$ cat src/hw/rtl/dmtf_pkg.sv
`default_nettype none
// ----------------------------------------------------------------------------
// dmtf_pkg
// shared constants, pattern table and control types of the markup tag filter
// ----------------------------------------------------------------------------
package dmtf_pkg;

  localparam int MAX_TAG_LEN = 64;
  localparam int LEN_W       = $clog2(MAX_TAG_LEN + 1);
  localparam int ADDR_W      = $clog2(MAX_TAG_LEN);
  localparam int PAT_COUNT   = 49;
  localparam int PAT_MAX     = 11;
  localparam int PAT_LW      = 4;

  localparam logic [7:0] CH_LT = 8'h3C;
  localparam logic [7:0] CH_GT = 8'h3E;

  // pattern text right-aligned: last char in the low byte
  localparam logic [8*PAT_MAX-1:0] PAT_TEXT [PAT_COUNT] = '{
    88'("<script"), 88'("</script"), 88'("<iframe"), 88'("</iframe"),
    88'("<object"), 88'("</object"), 88'("<embed"), 88'("</embed"),
    88'("<applet"), 88'("</applet"), 88'("<meta"), 88'("</meta"),
    88'("<link"), 88'("</link"), 88'("<style"), 88'("</style"),
    88'("<base"), 88'("</base"), 88'("<form"), 88'("</form"),
    88'("<input"), 88'("</input"), 88'("<button"), 88'("</button"),
    88'("<textarea"), 88'("</textarea"), 88'("<select"), 88'("</select"),
    88'("<option"), 88'("</option"),
    88'("onload"), 88'("onerror"), 88'("onclick"), 88'("onmouseover"),
    88'("onmouseout"), 88'("onkeydown"), 88'("onkeyup"), 88'("onkeypress"),
    88'("onfocus"), 88'("onblur"), 88'("onchange"), 88'("onsubmit"),
    88'("onreset"), 88'("onselect"), 88'("onunload"),
    88'("javascript:"), 88'("vbscript:"), 88'("data:"), 88'("livescript:")
  };

  localparam logic [PAT_LW-1:0] PAT_LEN [PAT_COUNT] = '{
    4'd7, 4'd8, 4'd7, 4'd8, 4'd7, 4'd8, 4'd6, 4'd7, 4'd7, 4'd8,
    4'd5, 4'd6, 4'd5, 4'd6, 4'd6, 4'd7, 4'd5, 4'd6, 4'd5, 4'd6,
    4'd6, 4'd7, 4'd7, 4'd8, 4'd9, 4'd10, 4'd7, 4'd8, 4'd7, 4'd8,
    4'd6, 4'd7, 4'd7, 4'd11, 4'd10, 4'd9, 4'd7, 4'd10, 4'd7, 4'd6,
    4'd8, 4'd8, 4'd7, 4'd8, 4'd8,
    4'd11, 4'd9, 4'd5, 4'd11
  };

  // what an accepted item causes
  localparam logic [1:0] ACT_NONE  = 2'd0;
  localparam logic [1:0] ACT_PASS  = 2'd1;
  localparam logic [1:0] ACT_FLUSH = 2'd2;
  localparam logic [1:0] ACT_END   = 2'd3;

  typedef struct packed {
    logic accept;
    logic load_pass;
    logic start_read;
    logic emit_mem;
    logic emit_end;
  } cmd_t;

  typedef struct packed {
    logic       slot_free;
    logic [1:0] act;
    logic       rd_final;
  } status_t;

  function automatic logic [7:0] fold(input logic [7:0] c);
    return (c >= 8'h41 && c <= 8'h5A) ? c + 8'd32 : c;
  endfunction

endpackage
`default_nettype wire

$ cat src/hw/rtl/dmtf_ctrl.sv
`default_nettype none
// ----------------------------------------------------------------------------
// dmtf_ctrl
// sequencer: takes items, then walks the tag buffer or sends the end marker
// ----------------------------------------------------------------------------
module dmtf_ctrl (
  input  wire logic             clk,
  input  wire logic             rst,
  input  wire logic             in_valid,
  output logic                  in_ready,
  input  dmtf_pkg::status_t     status,
  output dmtf_pkg::cmd_t        cmd
);
  import dmtf_pkg::*;

  localparam logic [1:0] S_IDLE = 2'd0;
  localparam logic [1:0] S_RD   = 2'd1;
  localparam logic [1:0] S_WR   = 2'd2;
  localparam logic [1:0] S_END  = 2'd3;

  logic [1:0] state;
  logic [1:0] state_next;

  always_comb begin
    state_next = state;
    cmd        = '0;
    in_ready   = 1'b0;
    case (state)
      S_IDLE: begin
        in_ready = status.slot_free;
        if (in_valid && status.slot_free) begin
          cmd.accept    = 1'b1;
          cmd.load_pass = (status.act == ACT_PASS);
          if (status.act == ACT_FLUSH) state_next = S_RD;
          if (status.act == ACT_END)   state_next = S_END;
        end
      end
      S_RD: begin
        cmd.start_read = 1'b1;
        state_next     = S_WR;
      end
      S_WR: begin
        if (status.slot_free) begin
          cmd.emit_mem = 1'b1;
          state_next   = status.rd_final ? S_IDLE : S_RD;
        end
      end
      S_END: begin
        if (status.slot_free) begin
          cmd.emit_end = 1'b1;
          state_next   = S_IDLE;
        end
      end
      default: state_next = S_IDLE;
    endcase
  end

  always_ff @(posedge clk) begin
    if (rst) state <= S_IDLE;
    else     state <= state_next;
  end

endmodule
`default_nettype wire

$ cat src/hw/rtl/dmtf_datapath.sv
`default_nettype none
// ----------------------------------------------------------------------------
// dmtf_datapath
// tag buffer, pattern window and matcher, output register
// ----------------------------------------------------------------------------
module dmtf_datapath (
  input  wire logic         clk,
  input  wire logic         rst,
  input  wire logic [7:0]   in_byte,
  input  wire logic         in_last,
  input  dmtf_pkg::cmd_t    cmd,
  output dmtf_pkg::status_t status,
  output logic              out_valid,
  input  wire logic         out_ready,
  output logic [7:0]        out_byte,
  output logic              has_byte,
  output logic              out_last
);
  import dmtf_pkg::*;

  logic [7:0]              mem [MAX_TAG_LEN];
  logic [7:0]              mem_q;
  logic [LEN_W-1:0]        tag_length;
  logic                    inside_tag;
  logic                    danger;
  logic                    flush_last;
  logic [ADDR_W-1:0]       rd_idx;
  logic [PAT_MAX-1:0][7:0] win;

  logic                    is_open;
  logic                    full;
  logic [LEN_W-1:0]        base_len;
  logic [LEN_W-1:0]        len_next;
  logic [PAT_MAX-1:0][7:0] win_next;
  logic                    hit;
  logic                    m;
  logic                    danger_next;
  logic                    slot_free;

  assign slot_free = !out_valid || out_ready;
  assign is_open   = !inside_tag && in_byte == CH_LT;
  assign base_len  = is_open ? '0 : tag_length;
  assign full      = base_len == LEN_W'(MAX_TAG_LEN);
  assign len_next  = full ? base_len : base_len + 1'b1;
  assign win_next  = {win[PAT_MAX-2:0], fold(in_byte)};

  // substring check on the newest bytes of the tag
  always_comb begin
    hit = 1'b0;
    for (int p = 0; p < PAT_COUNT; p++) begin
      m = !full && (len_next >= LEN_W'(PAT_LEN[p]));
      for (int i = 0; i < PAT_MAX; i++) begin
        if (i < int'(PAT_LEN[p]) && win_next[i] != PAT_TEXT[p][8*i +: 8]) m = 1'b0;
      end
      hit = hit | m;
    end
  end

  assign danger_next = (!is_open && danger) || full || hit;

  always_comb begin
    status.slot_free = slot_free;
    status.rd_final  = ({1'b0, rd_idx} + 1'b1) == tag_length;
    if (!inside_tag && in_byte != CH_LT)  status.act = ACT_PASS;
    else if (is_open)                     status.act = in_last ? ACT_FLUSH : ACT_NONE;
    else if (in_byte == CH_GT)
      status.act = !danger_next ? ACT_FLUSH : (in_last ? ACT_END : ACT_NONE);
    else                                  status.act = in_last ? ACT_FLUSH : ACT_NONE;
  end

  always_ff @(posedge clk) begin
    if (rst) begin
      inside_tag <= 1'b0;
      tag_length <= '0;
      danger     <= 1'b0;
    end else if (cmd.accept && status.act != ACT_PASS) begin
      tag_length <= len_next;
      danger     <= danger_next;
      inside_tag <= !(in_last || (inside_tag && in_byte == CH_GT));
    end
  end

  always_ff @(posedge clk) begin
    if (cmd.accept && status.act != ACT_PASS && !full) begin
      mem[base_len[ADDR_W-1:0]] <= in_byte;
      win                       <= win_next;
    end
    if (cmd.accept) begin
      flush_last <= in_last;
      rd_idx     <= '0;
    end
    if (cmd.start_read) mem_q <= mem[rd_idx];
    if (cmd.emit_mem)   rd_idx <= rd_idx + 1'b1;
  end

  // output register
  always_ff @(posedge clk) begin
    if (rst) begin
      out_valid <= 1'b0;
    end else if (cmd.load_pass || cmd.emit_mem || cmd.emit_end) begin
      out_valid <= 1'b1;
    end else if (out_ready) begin
      out_valid <= 1'b0;
    end
  end

  always_ff @(posedge clk) begin
    if (cmd.load_pass) begin
      out_byte <= in_byte;
      has_byte <= 1'b1;
      out_last <= in_last;
    end else if (cmd.emit_mem) begin
      out_byte <= mem_q;
      has_byte <= 1'b1;
      out_last <= flush_last && status.rd_final;
    end else if (cmd.emit_end) begin
      out_byte <= '0;
      has_byte <= 1'b0;
      out_last <= 1'b1;
    end
  end

endmodule
`default_nettype wire

$ cat src/hw/rtl/dangerous_markup_tag_filter_top.sv
`default_nettype none
// ----------------------------------------------------------------------------
// dangerous_markup_tag_filter_top
// drops markup tags that name unsafe elements, event handlers or url schemes
// ----------------------------------------------------------------------------
// Bytes outside a tag pass straight to the output register, which can hold
// a finished byte while the next item is taken. A '<' opens a tag; its bytes
// (up to 64) are stored in a buffer memory and checked as they arrive
// against 49 lowercased patterns in a sliding window, so no extra time is
// spent at the closing '>'. A safe tag is then read back from the buffer one
// byte at a time, each by a memory read and then an output load, and the
// input stalls for that whole replay. A dropped tag is never read back; if
// it closes the text, one empty end marker (has_byte low) is sent. A text
// that ends inside a tag replays the buffer as it stands.
module dangerous_markup_tag_filter_top (
  input  wire logic       clk,
  input  wire logic       rst,
  input  wire logic       in_valid,
  output logic            in_ready,
  input  wire logic [7:0] in_byte,
  input  wire logic       in_last,
  output logic            out_valid,
  input  wire logic       out_ready,
  output logic [7:0]      out_byte,
  output logic            has_byte,
  output logic            out_last
);
  import dmtf_pkg::*;

  cmd_t    cmd;
  status_t status;

  // sequencing of accept / replay / end marker
  dmtf_ctrl u_ctrl (
    .clk      (clk),
    .rst      (rst),
    .in_valid (in_valid),
    .in_ready (in_ready),
    .status   (status),
    .cmd      (cmd)
  );

  // buffer, matcher and output register
  dmtf_datapath u_datapath (
    .clk       (clk),
    .rst       (rst),
    .in_byte   (in_byte),
    .in_last   (in_last),
    .cmd       (cmd),
    .status    (status),
    .out_valid (out_valid),
    .out_ready (out_ready),
    .out_byte  (out_byte),
    .has_byte  (has_byte),
    .out_last  (out_last)
  );

endmodule
`default_nettype wire
$ cat config.mk
export PLATFORM = sky130hd
export DESIGN_NAME = dangerous_markup_tag_filter_top
export DESIGN_NICKNAME = d
export VERILOG_FILES = /design/src/hw/rtl/dmtf_pkg.sv /design/src/hw/rtl/dmtf_ctrl.sv /design/src/hw/rtl/dmtf_datapath.sv /design/src/hw/rtl/dangerous_markup_tag_filter_top.sv
export SDC_FILE = /design/constraint.sdc
export NUM_CORES = 1
export LEC_CHECK = 0
export BUFFER_PORTS_ARGS = -buffer_cell sky130_fd_sc_hd__buf_2
export CORE_MARGIN = 2
export CORE_UTILIZATION = 25
export DETAILED_ROUTE_END_ITERATION = 10
export GPL_TIMING_DRIVEN = 0
export SLEW_MARGIN = 20
export SYNTH_ARGS = -nofsm -noshare
export SYNTH_HDL_FRONTEND = slang
export SYNTH_HIERARCHICAL = 1
export SYNTH_SLANG_ARGS = --single-unit
export TNS_END_PERCENT = 5
$ cat constraint.sdc
create_clock -name clk -period 8.3 [get_ports clk]
set_input_delay 0.83 -clock clk [delete_from_list [all_inputs] [get_ports clk]]
set_output_delay 0.83 -clock clk [all_outputs]
set_load 0.01 [all_outputs]
==> impl_metrics.py <==
metrics = {
    "run_status": {
        "outcome": "completed",
    },
    "synthesis": {
        "ys_seq_area_frac": 0.707,
        "synth_top_area_share": 0.697,
        "synth_top_cell_by_area": "edfxtp_1",
        "synth_edf_count": 616,
        "syn_avg_cell_area_um2": 18.2,
        "ys_types": 83,
        "synth.most_common_cell": "edfxtp_1",
        "async_flop_share": 0,
        "syn_inst": 1454,
        "synth_commonest_cells": "616 x edfxtp_1, 168 x mux4_2, 107 x nor2_1, 56 x clkbuf_1, 54 x nand2_1",
        "syn-num-nets": 1470,
        "syn_area_um2": 26500,
        "ys_warn_count": 6,
        "synth.area.top_cells": "edfxtp_1 70%, mux4_2 14%, nor2_1 1.5%",
        "ys.flop_type": "edfxtp_1",
        "synth-seq-cells": 629,
    },
    "clock_tree": {
        "cts.hold.buffers_added": 0,
        "cts_buffers": 67,
        "post-cts-setup-buffers": 0,
        "htree_num_levels": 3,
        "clk_path_buf_depth": 3,
        "cts_tree": "built",
        "post_cts_resized": 0,
        "clkTransAtPathRegs_ns": 0.06,
        "cts-root-buf": "clkbuf_16",
        "insertion_delay_ns": 0.63,
        "cts.sinks": 629,
    },
    "floorplanning": {
        "dieArea_um2": 109000,
        "io_pins": 25,
        "die_w_um": 330,
        "core_um2": 105000,
        "fp.dieH_um": 330,
        "fp-row-count": 119,
        "start_util": 0.252,
    },
    "route": {
        "wl_per_cell_um": 23.2,
        "ant_nets": 0,
        "drt_pre_antenna_iters": 6,
        "vias": 14900,
        "routed_via_density": 4.99,
        "drc_errors": 0,
        "initialDrtViolationCount": 1556,
        "totalWireLength_um": 69400,
    },
    "power_and_ir_drop": {
        "clockPowerShare": 0.430,
        "cellPowerDensity_nw_per_um2": 217,
        "seqPwrFrac": 0.524,
        "leakage_uw": 0.00885,
        "internal-power_uw": 5210,
        "vdd_drop_max_mv": 0.186,
        "switchingPower_uw": 1450,
        "power_frac_comb": 0.046,
        "p_sw_frac": 0.218,
    },
    "layout": {
        "fin_cells": 2998,
        "synthToLayoutAreaGrowth_pct": 15.5,
        "nets": 1568,
        "fillers": 10200,
        "drive_above_1_share": 0.214,
    },
    "placed_design": {
        "routabilityCongestion": 0.897,
        "port_buffers": 24,
        "dp_hpwl_um": 46100,
        "post-place-ws_ns": 1.60,
        "post-place-cells": 2874,
    },
    "global_route": {
        "use_met3": 0.0232,
        "grt_max_degree": 72,
        "grt.overflow.total": 0,
        "grt_use_met1": 0.174,
        "gr-usage-met2": 0.202,
        "track_usage": 0.127,
        "grt_pass1_vias": 15100,
        "antenna_found_initial": 4,
        "top_usage_layer": "met2",
        "grt_pass1_wl_um": 102000,
    },
    "setup_path": {
        "crit_slowest_cell": "buf_4",
        "endpoint_kind": "register",
        "critPathMostFrequentCell": "clkbuf_1",
        "cpPeakStageDelay_ns": 0.55,
        "cp.required_ns": 8.75,
        "path_cells": "buf_4 > buf_2 > nand4bb_1 > or4_1 > clkbuf_1 > clkbuf_1 > nand2_1 > ha_1 > clkbuf_1 > o21ba_2 > o21ai_0 > a21oi_1 > o2111a_1 > a222oi_1 > o2111ai_1 > nor3_2 > a22o_1 > and3b_1 > nor2b_1 > a22o_1",
        "worstPathMaxFanout": 66,
        "start_kind": "input port",
        "path_class": "input port to register",
        "critical_path.startpoint": "in_byte[4]",
        "worstPathArrival_ns": 6.69,
        "rrSetupSlack_ns": 3.26,
        "reg2reg_to": "u_datapath/out_byte[4]",
        "r2r-start": "u_datapath/inside_tag",
        "reg2reg_depth": 17,
    },
    "timing": {
        "drv_slew": 0,
        "max_freq_ghz": 0.160,
        "layout_setup_ws_ns": 2.05,
        "rsz0062_at_grt": "no",
        "fin_crit_ns": 6.25,
        "final-setup-viol-count": 0,
        "slew_headroom": 0.261,
        "min_period_over_period": 0.752,
        "hold_viol": 0,
        "skew_ns": 0.0332,
        "worstMarginPinSlew_ns": 1.09,
    },
    "min_path": {
        "min_delay_path_depth": 2,
        "holdCritStartpoint": "rst",
        "hold_end": "u_ctrl/state[0]",
        "min_path_type": "input port to register",
    },
    "job": {
        "maxCapViolations": 0,
    },
}
## cell type report
cell class	instances	area, um2	share of cell area
antenna	1	2.50	0.0000817
buffer	78	324	0.0106
clock buffer	76	1750	0.0572
clock inverter	47	365	0.0119
inverter	8	30.0	0.000980
multi-input combinational	739	7440	0.243
sequential	629	18800	0.612
tap	1391	1740	0.0568
timing repair buffer	29	238	0.00776
## placed cells by master, fill, tap and decap left out, types with 11 or more instances in the layout
cell type	Yosys	final
clkinv_2	0	17
o21ai_0	12	12
nor4b_1	11	11
mux4_2	168	168
nor4_1	29	29
nor2_1	107	107
and3_1	13	13
nor2b_1	22	22
edfxtp_1	616	616
nor3_1	20	20
clkbuf_1	56	62
nand4b_1	18	18
nor4bb_1	13	13
or4_1	18	18
dfxtp_1	13	13
nand4_1	31	31
a21oi_1	17	16
clkinv_1	0	16
nand3_1	36	36
buf_1	13	14
clkbuf_16	0	68
buf_4	3	11
nand2_1	54	54
buf_2	4	20
## flip-flops by register name (all words and copies together) (netlist names)
signal	cells
u_datapath/rd_idx	6
u_datapath/tag_length	7
u_datapath/has_byte	1
u_datapath/mem_q	8
u_datapath/out_byte	8
u_datapath/danger	1
u_datapath/inside_tag	1
u_datapath/mem	512
u_datapath/out_valid	1
u_datapath/flush_last	1
u_ctrl/state	2
u_datapath/win	80
u_datapath/out_last	1
## critical path: cells and delay by family
| family | cells | cell delay, ns |
|---|---|---|
| adder cells (fa/ha/maj) | 1 | 0.23 |
| buffers and inverters | 5 | 1.69 |
| AO/OA/AOI/OAI | 8 | 2.01 |
| AND/OR/NAND/NOR | 6 | 1.89 |
## through the flow
stage          setup TNS (ns)  area [um2]  total power, uW  hold slack, ns  utilization
2_1_floorplan               0       26500             3730           0.424            -
3_3_place_gp          -142.09       28400             3860           0.440        0.270
3_5_place_dp                0       28500             3870           0.435        0.271
4_1_cts                     0       30600             6730           0.402        0.291
5_1_grt                     0       30600             6870           0.419        0.291
6_report                    0       30600             6660           0.430        0.291
## power by group through the flow
stage / Combinational (uW) / Sequential [uW] / Clock (uW)
finish: 304 / 3490 / 2870
global route: 322 / 3490 / 3050
CTS: 308 / 3490 / 2930
detailed placement: 307 / 3560 / 0
global placement: 300 / 3560 / 0
floorplan: 167 / 3560 / 0
## worst max path at each step
| stage | end | slack (ns) |
|---|---|---|
| 2_1_floorplan | u_datapath/mem[40][0] | 2.01 |
| 3_3_place_gp | u_datapath/mem[40][2] | -2.29 |
| 3_5_place_dp | u_datapath/out_byte[2] | 1.60 |
| 4_1_cts | u_datapath/out_byte[2] | 2.22 |
| 5_1_grt | u_datapath/out_byte[4] | 1.76 |
| 6_report | u_datapath/out_byte[4] | 2.05 |
## cells by family (layout without fill, tap and decap cells)
logic type	after synthesis	count (layout)	synth area share
buffers and inverters	86	238	0.0133
AO/OA/AOI/OAI	89	89	0.0251
AND/OR/NAND/NOR	463	463	0.105
other	0	1	0
adder cells (fa/ha/maj)	3	3	0.00141
flip-flops	629	629	0.707
multiplexers	170	170	0.143
XOR/XNOR	14	14	0.00462
## routing by layer
metal,routed length (um),vias up,part of all wire
li1,-,6310,-
met1,30100,7893,0.43
met2,32700,610,0.47
met3,4330,132,0.062
met4,2230,4,0.032
met5,26,-,0.00037
No activity file was read; power rests on OpenSTA's default activity.
